==> config.mk <==
export PLATFORM = sky130hd
export DESIGN_NAME = melody_chime_synth
export DESIGN_NICKNAME = d
export VERILOG_FILES = /design/src/hdl/mcs_pkg.sv /design/src/hdl/melody_chime_synth.sv /design/src/hdl/mcs_mul.sv /design/src/hdl/mcs_core.sv
export SDC_FILE = /design/constraint.sdc
export NUM_CORES = 2
export LEC_CHECK = 0
export ABC_AREA = 1
export ABC_CLOCK_PERIOD_IN_PS = 23800
export BUFFER_PORTS_ARGS = -buffer_cell sky130_fd_sc_hd__buf_4
export CORE_MARGIN = 5
export CORE_UTILIZATION = 35
export DETAILED_ROUTE_END_ITERATION = 10
export PLACE_DENSITY = 0.49
export SLEW_MARGIN = 5
export SYNTH_ARGS = -nofsm -noshare
export SYNTH_HDL_FRONTEND = slang
export SYNTH_HIERARCHICAL = 1
export SYNTH_SLANG_ARGS = --single-unit
==> constraint.sdc <==
create_clock -name aclk -period 23.8 [get_ports aclk]
set_input_delay 5.95 -clock aclk [delete_from_list [all_inputs] [get_ports aclk]]
set_output_delay 5.95 -clock aclk [all_outputs]
set_load 0.01 [all_outputs]
==> src/hdl/mcs_pkg.sv <==
package mcs_pkg;

    localparam int NOTE_LENGTH_DEF      = 8000;
    localparam int MELODY_LENGTH_DEF    = 16;
    localparam int SINE_TABLE_DEPTH_DEF = 1024;

    localparam int RUN_W      = 17;
    localparam int GAIN_W     = 14;
    localparam int OFFSET_W   = 13;
    localparam int SAMPLE_W   = 16;
    localparam int CFG_IDX_W  = 2;
    localparam int CFG_DATA_W = 17;
    localparam int MUL_W      = 32;

    localparam logic [CFG_IDX_W-1:0] CFG_RUN_LENGTH = 2'd0;
    localparam logic [CFG_IDX_W-1:0] CFG_LEAD_GAIN  = 2'd1;
    localparam logic [CFG_IDX_W-1:0] CFG_BASS_GAIN  = 2'd2;

    localparam logic [RUN_W-1:0]  RUN_LENGTH_RST = 17'd96000;
    localparam logic [GAIN_W-1:0] LEAD_GAIN_RST  = 14'd7200;
    localparam logic [GAIN_W-1:0] BASS_GAIN_RST  = 14'd2400;

    // quarter-wave polynomial, q30
    localparam logic [31:0] SIN_A9     = 32'd172272;
    localparam logic [30:0] Q30_ONE    = 31'h4000_0000;
    localparam logic [32:0] Q15_HALF   = 33'd16384;
    localparam logic [14:0] SINE_MAX   = 15'h7fff;
    localparam logic [15:0] ENV_ONE    = 16'h8000;
    localparam logic [31:0] ATT_SCALE  = 32'd819200;
    localparam logic [31:0] REL_SCALE  = 32'd1638400;

    typedef struct packed {
        logic [31:0]         inc;
        logic [RUN_W-1:0]    position;
        logic [OFFSET_W-1:0] offset;
        logic [GAIN_W-1:0]   lead_gain;
        logic [GAIN_W-1:0]   bass_gain;
    } mcs_job_t;

    function automatic logic [31:0] horner_coef(input logic [1:0] idx);
        logic [31:0] c;
        case (idx)
            2'd0:    c = 32'd5026995;
            2'd1:    c = 32'd85569306;
            2'd2:    c = 32'd693598668;
            default: c = 32'd1686629713;
        endcase
        return c;
    endfunction

    // q0.32 phase increments at 16 kHz for the melody
    function automatic logic [31:0] melody_inc(input logic [3:0] idx);
        logic [31:0] inc;
        case (idx)
            4'd0:    inc = 32'd140459156;
            4'd1:    inc = 32'd176967447;
            4'd2:    inc = 32'd210450947;
            4'd3:    inc = 32'd265151578;
            4'd4:    inc = 32'd236223201;
            4'd5:    inc = 32'd210450947;
            4'd6:    inc = 32'd176967447;
            4'd7:    inc = 32'd140459156;
            4'd8:    inc = 32'd157660072;
            4'd9:    inc = 32'd187490479;
            4'd10:   inc = 32'd236223201;
            4'd11:   inc = 32'd280918312;
            4'd12:   inc = 32'd265151578;
            4'd13:   inc = 32'd210450947;
            4'd14:   inc = 32'd176967447;
            default: inc = 32'd140459156;
        endcase
        return inc;
    endfunction

endpackage

==> src/hdl/melody_chime_synth.sv <==
// Chime sample generator. Each word taken on the s_ channel asks for one
// 16-bit PCM sample; s_stop_request set ends the run at once and yields a
// zero sample with m_last set. Each word on the m_ channel carries m_sample
// and m_last; m_last marks the end of a run, after which the sample
// position starts again from zero.
// A sample word makes 18 passes through the shared 32x32 multiplier
// (phase product, envelope division and correction, two sine polynomials,
// two gains, final scaling); the core then registers its done flag, the
// block moves to its done state and, once the output register is free,
// loads it and raises m_valid. A stop word skips the core: the block goes
// to its done state and loads a zero sample the same way.
// One word is in work at a time; s_ready rises again at the edge that loads
// the result into the output register.
// The output register holds a finished word while m_ready is low; the block
// takes and computes the next word meanwhile and waits only to hand it over.
// Synchronous active-low reset returns run_length, lead_gain and bass_gain to
// their defaults, clears the sample position and empties the output.
// Configuration writes take effect at once; the user makes them while idle (not enforced by the block).
module melody_chime_synth
    import mcs_pkg::*;
#(
    parameter int NOTE_LENGTH      = NOTE_LENGTH_DEF,
    parameter int MELODY_LENGTH    = MELODY_LENGTH_DEF,
    parameter int SINE_TABLE_DEPTH = SINE_TABLE_DEPTH_DEF
) (
    input  logic                       aclk,
    input  logic                       aresetn,
    input  logic                       s_valid,
    output logic                       s_ready,
    input  logic                       s_stop_request,
    output logic                       m_valid,
    input  logic                       m_ready,
    output logic signed [SAMPLE_W-1:0] m_sample,
    output logic                       m_last,
    input  logic                       cfg_wr_en,
    input  logic [CFG_IDX_W-1:0]       cfg_index,
    input  logic [CFG_DATA_W-1:0]      cfg_wr_data
);

    localparam int SLOT_W = (MELODY_LENGTH > 1) ? $clog2(MELODY_LENGTH) : 1;

    typedef enum logic [2:0] {
        T_IDLE = 3'b001,
        T_BUSY = 3'b010,
        T_DONE = 3'b100
    } top_state_t;

    top_state_t           state_reg, state_next;
    logic [RUN_W-1:0]     run_length_reg, run_length_next;
    logic [GAIN_W-1:0]    lead_gain_reg, lead_gain_next;
    logic [GAIN_W-1:0]    bass_gain_reg, bass_gain_next;
    logic [RUN_W-1:0]     position_reg, position_next;
    logic [SLOT_W-1:0]    slot_reg, slot_next;
    logic [OFFSET_W-1:0]  offset_reg, offset_next;
    logic                 stop_reg, stop_next;
    logic                 m_valid_reg, m_valid_next;
    logic [SAMPLE_W-1:0]  m_sample_reg, m_sample_next;
    logic                 m_last_reg, m_last_next;

    logic                 in_accept;
    logic                 core_start;
    logic                 core_done;
    logic [SAMPLE_W-1:0]  core_sample;
    mcs_job_t             job;
    logic                 out_free;
    logic [RUN_W:0]       pos_plus1;
    logic                 end_run;
    logic [OFFSET_W:0]    offset_plus1;
    logic [SLOT_W:0]      slot_plus1;

    assign in_accept  = s_valid && (state_reg == T_IDLE);
    assign core_start = in_accept && !s_stop_request;
    assign out_free   = !m_valid_reg || m_ready;

    assign pos_plus1    = {1'b0, position_reg} + 1'b1;
    assign end_run      = pos_plus1 >= {1'b0, run_length_reg};
    assign offset_plus1 = {1'b0, offset_reg} + 1'b1;
    assign slot_plus1   = {1'b0, slot_reg} + 1'b1;

    assign job.inc       = melody_inc(4'(slot_reg));
    assign job.position  = position_reg;
    assign job.offset    = offset_reg;
    assign job.lead_gain = lead_gain_reg;
    assign job.bass_gain = bass_gain_reg;

    mcs_core #(
        .NOTE_LENGTH      (NOTE_LENGTH),
        .SINE_TABLE_DEPTH (SINE_TABLE_DEPTH)
    ) u_core (
        .aclk    (aclk),
        .aresetn (aresetn),
        .start   (core_start),
        .job     (job),
        .done    (core_done),
        .sample  (core_sample)
    );

    always_comb begin
        state_next      = state_reg;
        run_length_next = run_length_reg;
        lead_gain_next  = lead_gain_reg;
        bass_gain_next  = bass_gain_reg;
        position_next   = position_reg;
        slot_next       = slot_reg;
        offset_next     = offset_reg;
        stop_next       = stop_reg;
        m_valid_next    = m_valid_reg && !m_ready;
        m_sample_next   = m_sample_reg;
        m_last_next     = m_last_reg;

        if (cfg_wr_en) begin
            case (cfg_index)
                CFG_RUN_LENGTH: run_length_next = cfg_wr_data[RUN_W-1:0];
                CFG_LEAD_GAIN:  lead_gain_next  = cfg_wr_data[GAIN_W-1:0];
                CFG_BASS_GAIN:  bass_gain_next  = cfg_wr_data[GAIN_W-1:0];
                default: begin
                end
            endcase
        end

        case (state_reg)
            T_IDLE: begin
                if (in_accept) begin
                    stop_next  = s_stop_request;
                    state_next = s_stop_request ? T_DONE : T_BUSY;
                end
            end
            T_BUSY: begin
                if (core_done) begin
                    state_next = T_DONE;
                end
            end
            T_DONE: begin
                if (out_free) begin
                    m_valid_next  = 1'b1;
                    m_sample_next = stop_reg ? '0 : core_sample;
                    m_last_next   = stop_reg || end_run;
                    state_next    = T_IDLE;
                    if (stop_reg || end_run) begin
                        position_next = '0;
                        slot_next     = '0;
                        offset_next   = '0;
                    end else begin
                        position_next = pos_plus1[RUN_W-1:0];
                        if (offset_plus1 >= (OFFSET_W+1)'(NOTE_LENGTH)) begin
                            offset_next = '0;
                            if (slot_plus1 >= (SLOT_W+1)'(MELODY_LENGTH)) begin
                                slot_next = '0;
                            end else begin
                                slot_next = slot_plus1[SLOT_W-1:0];
                            end
                        end else begin
                            offset_next = offset_plus1[OFFSET_W-1:0];
                        end
                    end
                end
            end
            default: begin
                state_next = T_IDLE;
            end
        endcase
    end

    always_ff @(posedge aclk) begin
        if (!aresetn) begin
            state_reg      <= T_IDLE;
            run_length_reg <= RUN_LENGTH_RST;
            lead_gain_reg  <= LEAD_GAIN_RST;
            bass_gain_reg  <= BASS_GAIN_RST;
            position_reg   <= '0;
            slot_reg       <= '0;
            offset_reg     <= '0;
            stop_reg       <= 1'b0;
            m_valid_reg    <= 1'b0;
        end else begin
            state_reg      <= state_next;
            run_length_reg <= run_length_next;
            lead_gain_reg  <= lead_gain_next;
            bass_gain_reg  <= bass_gain_next;
            position_reg   <= position_next;
            slot_reg       <= slot_next;
            offset_reg     <= offset_next;
            stop_reg       <= stop_next;
            m_valid_reg    <= m_valid_next;
        end
    end

    always_ff @(posedge aclk) begin
        m_sample_reg <= m_sample_next;
        m_last_reg   <= m_last_next;
    end

    assign s_ready  = (state_reg == T_IDLE);
    assign m_valid  = m_valid_reg;
    assign m_sample = m_sample_reg;
    assign m_last   = m_last_reg;

endmodule

==> src/hdl/mcs_mul.sv <==
module mcs_mul
    import mcs_pkg::*;
(
    input  logic                 aclk,
    input  logic [MUL_W-1:0]     mul_a,
    input  logic [MUL_W-1:0]     mul_b,
    output logic [2*MUL_W-1:0]   mul_p
);

    logic [2*MUL_W-1:0] p_reg;

    always_ff @(posedge aclk) begin
        p_reg <= mul_a * mul_b;
    end

    assign mul_p = p_reg;

endmodule

==> src/hdl/mcs_core.sv <==
module mcs_core
    import mcs_pkg::*;
#(
    parameter int NOTE_LENGTH      = NOTE_LENGTH_DEF,
    parameter int SINE_TABLE_DEPTH = SINE_TABLE_DEPTH_DEF
) (
    input  logic                aclk,
    input  logic                aresetn,
    input  logic                start,
    input  mcs_job_t            job,
    output logic                done,
    output logic [SAMPLE_W-1:0] sample
);

    localparam int TBL_BITS = $clog2(SINE_TABLE_DEPTH);
    localparam longint unsigned TWO32 = 64'h1_0000_0000;
    localparam logic [19:0] ATT_LIMIT = 20'(2 * NOTE_LENGTH);
    localparam logic [19:0] REL_LIMIT = 20'(41 * NOTE_LENGTH);
    localparam logic [31:0] ATT_DIV   = 32'(2 * NOTE_LENGTH);
    localparam logic [31:0] REL_DIV   = 32'(9 * NOTE_LENGTH);
    localparam logic [31:0] ATT_RECIP = 32'(TWO32 / (2 * NOTE_LENGTH));
    localparam logic [31:0] REL_RECIP = 32'(TWO32 / (9 * NOTE_LENGTH));

    typedef enum logic [8:0] {
        C_IDLE   = 9'b000000001,
        C_PROD   = 9'b000000010,
        C_RECIP  = 9'b000000100,
        C_CORR   = 9'b000001000,
        C_SQUARE = 9'b000010000,
        C_HORNER = 9'b000100000,
        C_POLY   = 9'b001000000,
        C_GAIN   = 9'b010000000,
        C_SCALE  = 9'b100000000
    } core_state_t;

    core_state_t          state_reg, state_next;
    logic                 phase_reg, phase_next;
    logic [1:0]           hcnt_reg, hcnt_next;
    logic                 sel_reg, sel_next;
    logic [32:0]          prod_reg, prod_next;
    logic [15:0]          q0_reg, q0_next;
    logic [15:0]          env_reg, env_next;
    logic [30:0]          x2_reg, x2_next;
    logic [31:0]          t_reg, t_next;
    logic [14:0]          v_reg, v_next;
    logic signed [31:0]   mix_reg, mix_next;
    logic [SAMPLE_W-1:0]  sample_reg, sample_next;
    logic                 done_reg, done_next;

    logic [MUL_W-1:0]     op_a, op_b;
    logic [2*MUL_W-1:0]   mul_p;

    logic [31:0]          phase_w;
    logic [TBL_BITS-1:0]  tbl_k;
    logic [1:0]           quad;
    logic [29:0]          frac_r;
    logic [30:0]          x_w;

    logic [19:0]          off_x25, off_x50;
    logic                 att_region, rel_region;
    logic [31:0]          n_att, n_rel, div_n, div_d, div_r, rem;
    logic [15:0]          q0_inc;

    logic [GAIN_W-1:0]    gain_w;
    logic signed [31:0]   mix_abs, gain_term, mix_base;
    logic [32:0]          s_round;
    logic [17:0]          v_wide;
    logic [15:0]          scaled;

    mcs_mul u_mul (
        .aclk  (aclk),
        .mul_a (op_a),
        .mul_b (op_b),
        .mul_p (mul_p)
    );

    // sine table address from the lead or the octave-down phase
    assign phase_w = sel_reg ? prod_reg[32:1] : prod_reg[31:0];
    assign tbl_k   = phase_w[31 -: TBL_BITS];
    assign quad    = tbl_k[TBL_BITS-1 -: 2];
    assign frac_r  = {tbl_k[TBL_BITS-3:0], {(32 - TBL_BITS){1'b0}}};
    assign x_w     = quad[0] ? (Q30_ONE - {1'b0, frac_r}) : {1'b0, frac_r};

    // envelope: attack and release never overlap, at most one division
    assign off_x25    = 20'(job.offset) * 20'd25;
    assign off_x50    = 20'(job.offset) * 20'd50;
    assign att_region = off_x25 < ATT_LIMIT;
    assign rel_region = off_x50 > REL_LIMIT;
    assign n_att      = 32'(job.offset) * ATT_SCALE;
    assign n_rel      = (32'(NOTE_LENGTH) - 32'(job.offset)) * REL_SCALE;
    assign div_n      = rel_region ? n_rel : n_att;
    assign div_d      = rel_region ? REL_DIV : ATT_DIV;
    assign div_r      = rel_region ? REL_RECIP : ATT_RECIP;
    assign rem        = div_n - mul_p[31:0];
    assign q0_inc     = q0_reg + 16'd1;

    assign gain_w    = sel_reg ? job.bass_gain : job.lead_gain;
    assign mix_abs   = mix_reg[31] ? -mix_reg : mix_reg;
    assign gain_term = {3'd0, mul_p[28:0]};
    assign mix_base  = sel_reg ? mix_reg : 32'sd0;
    assign s_round   = {1'b0, mul_p[61:30]} + Q15_HALF;
    assign v_wide    = s_round[32:15];
    assign scaled    = mul_p[45:30];

    always_comb begin
        case (state_reg)
            C_PROD: begin
                op_a = job.inc;
                op_b = 32'(job.position);
            end
            C_RECIP: begin
                op_a = div_n;
                op_b = div_r;
            end
            C_CORR: begin
                op_a = 32'(q0_reg);
                op_b = div_d;
            end
            C_SQUARE: begin
                op_a = {1'b0, x_w};
                op_b = {1'b0, x_w};
            end
            C_HORNER: begin
                op_a = {1'b0, x2_reg};
                op_b = t_reg;
            end
            C_POLY: begin
                op_a = {1'b0, x_w};
                op_b = t_reg;
            end
            C_GAIN: begin
                op_a = 32'(gain_w);
                op_b = 32'(v_reg);
            end
            C_SCALE: begin
                op_a = {1'b0, mix_abs[30:0]};
                op_b = 32'(env_reg);
            end
            default: begin
                op_a = '0;
                op_b = '0;
            end
        endcase
    end

    always_comb begin
        state_next  = state_reg;
        phase_next  = phase_reg;
        hcnt_next   = hcnt_reg;
        sel_next    = sel_reg;
        prod_next   = prod_reg;
        q0_next     = q0_reg;
        env_next    = env_reg;
        x2_next     = x2_reg;
        t_next      = t_reg;
        v_next      = v_reg;
        mix_next    = mix_reg;
        sample_next = sample_reg;
        done_next   = 1'b0;

        if (state_reg == C_IDLE) begin
            if (start) begin
                state_next = C_PROD;
                phase_next = 1'b0;
            end
        end else if (!phase_reg) begin
            phase_next = 1'b1;
        end else begin
            phase_next = 1'b0;
            case (state_reg)
                C_PROD: begin
                    prod_next  = mul_p[32:0];
                    state_next = C_RECIP;
                end
                C_RECIP: begin
                    q0_next    = mul_p[47:32];
                    state_next = C_CORR;
                end
                C_CORR: begin
                    if (att_region || rel_region) begin
                        env_next = (rem >= div_d) ? q0_inc : q0_reg;
                    end else begin
                        env_next = ENV_ONE;
                    end
                    sel_next   = 1'b0;
                    state_next = C_SQUARE;
                end
                C_SQUARE: begin
                    x2_next    = mul_p[60:30];
                    t_next     = SIN_A9;
                    hcnt_next  = 2'd0;
                    state_next = C_HORNER;
                end
                C_HORNER: begin
                    t_next    = horner_coef(hcnt_reg) - mul_p[61:30];
                    hcnt_next = hcnt_reg + 2'd1;
                    if (hcnt_reg == 2'd3) begin
                        state_next = C_POLY;
                    end
                end
                C_POLY: begin
                    v_next     = (v_wide > 18'(SINE_MAX)) ? SINE_MAX : v_wide[14:0];
                    state_next = C_GAIN;
                end
                C_GAIN: begin
                    mix_next = quad[1] ? (mix_base - gain_term) : (mix_base + gain_term);
                    if (!sel_reg) begin
                        sel_next   = 1'b1;
                        state_next = C_SQUARE;
                    end else begin
                        state_next = C_SCALE;
                    end
                end
                C_SCALE: begin
                    sample_next = mix_reg[31] ? (16'd0 - scaled) : scaled;
                    done_next   = 1'b1;
                    state_next  = C_IDLE;
                end
                default: begin
                    state_next = C_IDLE;
                end
            endcase
        end
    end

    always_ff @(posedge aclk) begin
        if (!aresetn) begin
            state_reg <= C_IDLE;
            phase_reg <= 1'b0;
            hcnt_reg  <= 2'd0;
            sel_reg   <= 1'b0;
            done_reg  <= 1'b0;
        end else begin
            state_reg <= state_next;
            phase_reg <= phase_next;
            hcnt_reg  <= hcnt_next;
            sel_reg   <= sel_next;
            done_reg  <= done_next;
        end
    end

    always_ff @(posedge aclk) begin
        prod_reg   <= prod_next;
        q0_reg     <= q0_next;
        env_reg    <= env_next;
        x2_reg     <= x2_next;
        t_reg      <= t_next;
        v_reg      <= v_next;
        mix_reg    <= mix_next;
        sample_reg <= sample_next;
    end

    assign done   = done_reg;
    assign sample = sample_reg;

endmodule

# After elaboration in Yosys (flattened, before gate mapping)
# Memories as Yosys holds them, arrays and structs flattened. A register that Yosys moved wholly into a read port is not among the register bits.
# Index checks and enable logic that the tools add are counted.
[word_totals]
reg_bits = 368
rom_bits = 464
output_inout_bits = 19
wordCells = 157
memories = 1
[memory_table]
columns = ["name", "depth", "width", "read_ports", "rd_clocked_by_memory_dff", "write_ports", "line_no", "rtl"]
rows = [
  ["(name not given)", 16, 29, 1, 1, 0, "mcs_pkg.sv:54", "case (idx)"],
]
[op_classes]
addsub = 14
multipliers = 5
magnitude_cmp = 7
n_eq_ne = 22
muxes = 45
n_bitwise = 3
reduce_logical = 35
[ops]
columns = ["operator", "count"]
rows = [
  ["case mux 32 bit (7 select lines)", 2],
  ["two-way mux 32 bit", 7],
  ["case mux 31 bit (3 select lines)", 1],
  ["case mux 32 bit (2 select lines)", 1],
  ["subtractor 32 bit", 2],
  ["case mux 9 bit (7 select lines)", 1],
  ["multiplier 32 x 32 -> 62 bit", 1],
  ["two-way mux 31 bit", 2],
  ["two-way mux 9 bit", 5],
  ["multiplier 13 x 5 -> 18 bit (second input constant)", 2],
  ["AND reduction 3 bit", 12],
  ["two-way mux 17 bit", 2],
  ["adder 32 x 15 -> 33 bit (second input constant)", 1],
  ["adder 32 x 30 -> 32 bit", 1],
  [">= comparator 32 bit", 1],
  ["multiplier 32 x 5 -> 16 bit (second input constant)", 1],
  ["two-way mux 16 bit", 2],
  ["subtractor 32 x 30 -> 32 bit", 1],
  ["negator 31 bit", 1],
  ["subtractor 31 x 30 -> 31 bit (first input constant)", 1],
  ["two-way mux 13 bit", 2],
  ["two-way mux 4 bit", 5],
  ["greater-than comparator 19 bit (second input constant)", 1],
  ["two-way mux 19 bit", 1],
  ["45 further kinds", 75],
]

# Longest topological paths before layout
[depth]
depth_word = 7
mapped_depth = 58
mapped_depth_nobuf = 56

# Cells and area by module
# Netlist, hierarchy kept.
[by_module_without_submodules]
columns = ["module", "n_inst", "cells_each", "area_each_um2"]
rows = [
  ["mcs_mul", 1, 5025, 37437.2],
  ["mcs_core", 1, 2631, 18605.3],
  ["melody_chime_synth", 1, 787, 5984.5],
]

# Worst setup path after synthesis
# OpenSTA, ideal clock, no wires.
[synth_path]
path_kind = "flip-flop to flip-flop"
start = "register offset_reg[0]"
end = "register u_core.u_mul.p_reg[60] (netlist: u_core/u_mul/mul_p[60])"
arrival_time_ps = 9677
required_time_ps = 23688
path_slack_ps = 14011
path_stages_with_launch = 50
n_path_buf = 1
synth_period_minus_slack_ps = 9789
cell_sequence = "dfxtp_1 inv_1 ha_1 nand2_1 nor2_1 a21oi_1 xor2_1 ha_1 ha_1 inv_1 fa_1 inv_1 ha_1 nand2_1 nor3_1 nand2_1 o211ai_1 a21o_1 [... 14 more ...] inv_1 fa_1 fa_1 fa_1 inv_1 fa_1 inv_1 ha_1 nand2_1 inv_1 a21oi_1 nand2_1 nand2_1 nand2_1 a21oi_1 nand2_1 nand2_1 nand2_1"
[synth_via]
elab_chain_len = 5
elab_cells_between_ends = 11
cone_classes = "add/sub: 1; mul: 4; order compare: 1; mux: 5"
[synth_rtl]
columns = ["element", "line_no", "rtl"]
rows = [
  ["start: declaration", "melody_chime_synth.sv:54", "logic [OFFSET_W-1:0] offset_reg, offset_next;"],
  ["start signal: assignment", "melody_chime_synth.sv:182", "offset_reg <= offset_next;"],
  ["subtractor 13 x 13 -> 14 bit or multiplier 13 x 5 -> 18 bit (tied branches)", "mcs_core.sv:90, mcs_core.sv:86", ""],
  ["multiplier 32 x 5 -> 16 bit or greater-than comparator 19 bit (tied branches)", "mcs_core.sv:90, mcs_core.sv:88", ""],
  ["two-way mux 32 bit (*)", "mcs_core.sv:91", "assign div_n = rel_region ? n_rel : n_att;"],
  ["case mux 32 bit (7 select lines) (*)", "mcs_core.sv:106", "case (state_reg)"],
  ["via u_core.op_a[30]", "mcs_core.sv:50", "logic [MUL_W-1:0] op_a, op_b;"],
  ["multiplier 32 x 32 -> 62 bit (*)", "mcs_mul.sv:13", "p_reg <= mul_a * mul_b;"],
  ["end signal: assignment", "mcs_mul.sv:13", ""],
  ["end: declaration", "mcs_mul.sv:10", "logic [2*MUL_W-1:0] p_reg;"],
]
# The timed path passes the listed nets; every way through them passes the cells marked *.
# A chain may end at the register's enable or synchronous reset.

# Worst setup path after layout
[layout_path]
start = "register offset_reg[3]"
end = "register u_core.u_mul.p_reg[43] (netlist: u_core/u_mul/mul_p[43])"
[layout_via]
elab_chain_len = 5
elab_cells_between_ends = 11
cone_classes = "add/sub: 1; mul: 4; order compare: 1; mux: 5"
[layout_rtl]
columns = ["element", "line_no", "rtl"]
rows = [
  ["multiplier 13 x 5 -> 18 bit", "mcs_core.sv:86", "assign off_x50 = 20'(job.offset) * 20'd50;"],
  ["greater-than comparator 19 bit", "mcs_core.sv:88", "assign rel_region = off_x50 > REL_LIMIT;"],
  ["two-way mux 32 bit", "mcs_core.sv:91", ""],
  ["case mux 32 bit (7 select lines)", "mcs_core.sv:106", ""],
  ["via u_core.op_a[17]", "mcs_core.sv:50", ""],
  ["multiplier 32 x 32 -> 62 bit", "mcs_mul.sv:13", ""],
]
# The timed path passes the listed nets, and every way through them passes these cells.

==> impl_metrics.yaml <==
placed_design:
  post-dp-hpwl_um: 168000
  post-place-ws_ns: 11.23
  dp_cells: 10600
  place_congestion: 0.956
  io_buffers: 43
cts:
  cts_root_buf: "clkbuf_16"
  insertion_delay_ns: 0.61
  htree_levels: 2
  cts.sinks: 373
  cts_made_buffers: 46
  cts_resized: 0
  cts_tree: "done"
  clk_path_buf_depth: 3
  post_cts_buffers: 0
  clk_pin_slew_ns: 0.06
  holdBufCountCts: 0
sta:
  finalHoldViolCount: 0
  fin_crit_ns: 12.60
  final_max_slew_viol_count: 0
  fin_ws_ns: 11.21
  fmax_mhz: 79.4
  finalSetupTns_ns: 0
  relSlewSlack_pct: 17.5
  worst_pin_slew_ns: 1.22
  rsz0062_at_grt: "false"
  clock_skew_ns: 0.0267
  post-route-period-util_pct: 52.9
  setup_viol: 0
die:
  die_area_um2: 185000
  io_pins: 44
  num_rows: 154
  die_w_um: 430
  initial_utilization_pct: 35.1
  die_h_um: 430
  coreArea_um2: 176000
detailed_routing:
  post_drt_wl_per_cell_um: 19.6
  drc: 0
  maxUsedRoutingLayer: "met4"
  vias: 51600
  viasPerCell: 4.82
  wl_met3_um: 8060
  drt_first_pass_iters: 6
  postRouteAntennaNets: 0
  routed_wl_um: 210000
  wl_met1_um: 97200
  met2WireLength_um: 99000
  drtIter0Drc: 3796
synthesis:
  syn_area_um2: 61700
  syn_area_per_cell_um2: 7.35
  yosys_warnings: 6
  syn_inst: 8390
power_and_ir_drop:
  power_density_nw_per_um2: 23.0
  total_power_uw: 1530
  power_leakage_uw: 0.0385
  ir_drop_mv: 0.0487
global_routing:
  grt_pass1_vias: 53000
  grt_max_degree: 51
  antenna_found_initial: 8
  overflow: 0
  grt_use_total_pct: 22.6
  grt_pass1_wl_um: 325000
worst_setup_path:
  rr_worst_depth: 44
  slowest_delay_ns: 0.97
  r2r-end: "u_core/u_mul/mul_p[43]"
  critPathArrivalTime_ns: 13.10
  r2r_slack_ns: 11.21
  cp-end-kind: "register"
  worstPathRequired_ns: 24.30
  endpoint: "u_core/u_mul/mul_p[43]"
  path_class: "reg2reg"
  worstSetupStartpointType: "register"
  critPathMaxFanout: 32
  timing.rr.start: "offset_reg[3]"
  crit_path_frequent_cell: "nand2_1"
  cp-startpoint: "offset_reg[3]"
  crit_slowest_cell: "o21ai_0"
cells_and_area:
  largest_register_ff_count: 62
  stdcell_count: 10700
  fin_nets: 9716
  area_growth_pct: 7.57
  final_util_pct: 37.8
  drive_gt1_share_pct: 4.60
  fillers: 18800
min_path:
  hold_path.class: "reg2reg"
run:
  cap_violations: 0
status:
  status: "completed"
==> how the worst min path moves through the flow <==
stage / from / to / slack [ns] / depth (start not counted)
floorplan: u_core/u_mul/mul_p[27] / u_core/prod_reg[27] / 0.41 / 0
global placement: bass_gain_reg[3] / bass_gain_reg[3] / 0.46 / 2
detailed placement: bass_gain_reg[8] / bass_gain_reg[8] / 0.46 / 2
CTS: bass_gain_reg[7] / bass_gain_reg[7] / 0.47 / 2
global route: bass_gain_reg[7] / bass_gain_reg[7] / 0.50 / 2
finish: bass_gain_reg[7] / bass_gain_reg[7] / 0.47 / 2
==> layer usage <==
layer / up-vias / track usage, %
met1: 25700 / 31.9
met3: 231 / 1.50
met2: 1123 / 38.2
li1: 24500 / -
met5: - / 0
met4: 0 / 5.12
==> per-stage QoR <==
step / area, um2 / hold slack [ns]
global route: 66300 / 0.498
global placement: 64800 / 0.456
detailed placement: 64800 / 0.465
CTS: 66300 / 0.474
floorplan: 61700 / 0.408
finish: 66300 / 0.470
==> area by class of cell <==
cell class                 count  area [um2]  share of cell area, %
inverter                    2296        8620                   13.0
clock inverter                26         223                  0.336
clock buffer                  58        1270                   1.91
sequential                   373        9330                   14.1
tap                         2340        2930                   4.41
timing repair buffer         134        1010                   1.52
antenna                        2        5.00                0.00754
multi-input combinational   5460       43000                   64.8
==> critical path: cells and delay by family, from the launching register on <==
family | cells | cell delay (ns)
AND/OR/NAND/NOR | 19 | 2.86
adder cells (fa/ha/maj) | 13 | 5.86
flip-flops | 1 | 0.55
AO/OA/AOI/OAI | 3 | 1.57
buffers and inverters | 9 | 1.60
==> report_power, final <==
group          internal [uW]  total, uW  switching, uW  leakage, uW
clock                    401        706            305     0.000722
combinational           35.2        140            104       0.0345
sequential               678        683           5.15      0.00329
total                   1110       1530            415       0.0385
==> placed cells by master, fill, tap and decap left out, types with 64 or more instances in the layout <==
master    instances
a21oi_1         268
nor3_1           64
dfxtp_1         187
nand4_1          68
edfxtp_1        186
nand2_1        2383
nor2_1          380
fa_1            915
xor2_1          135
buf_4           134
ha_1            465
nand3_1         258
o21ai_0         142
inv_1          2274
Note: power is estimated with default switching activity, not from simulation.
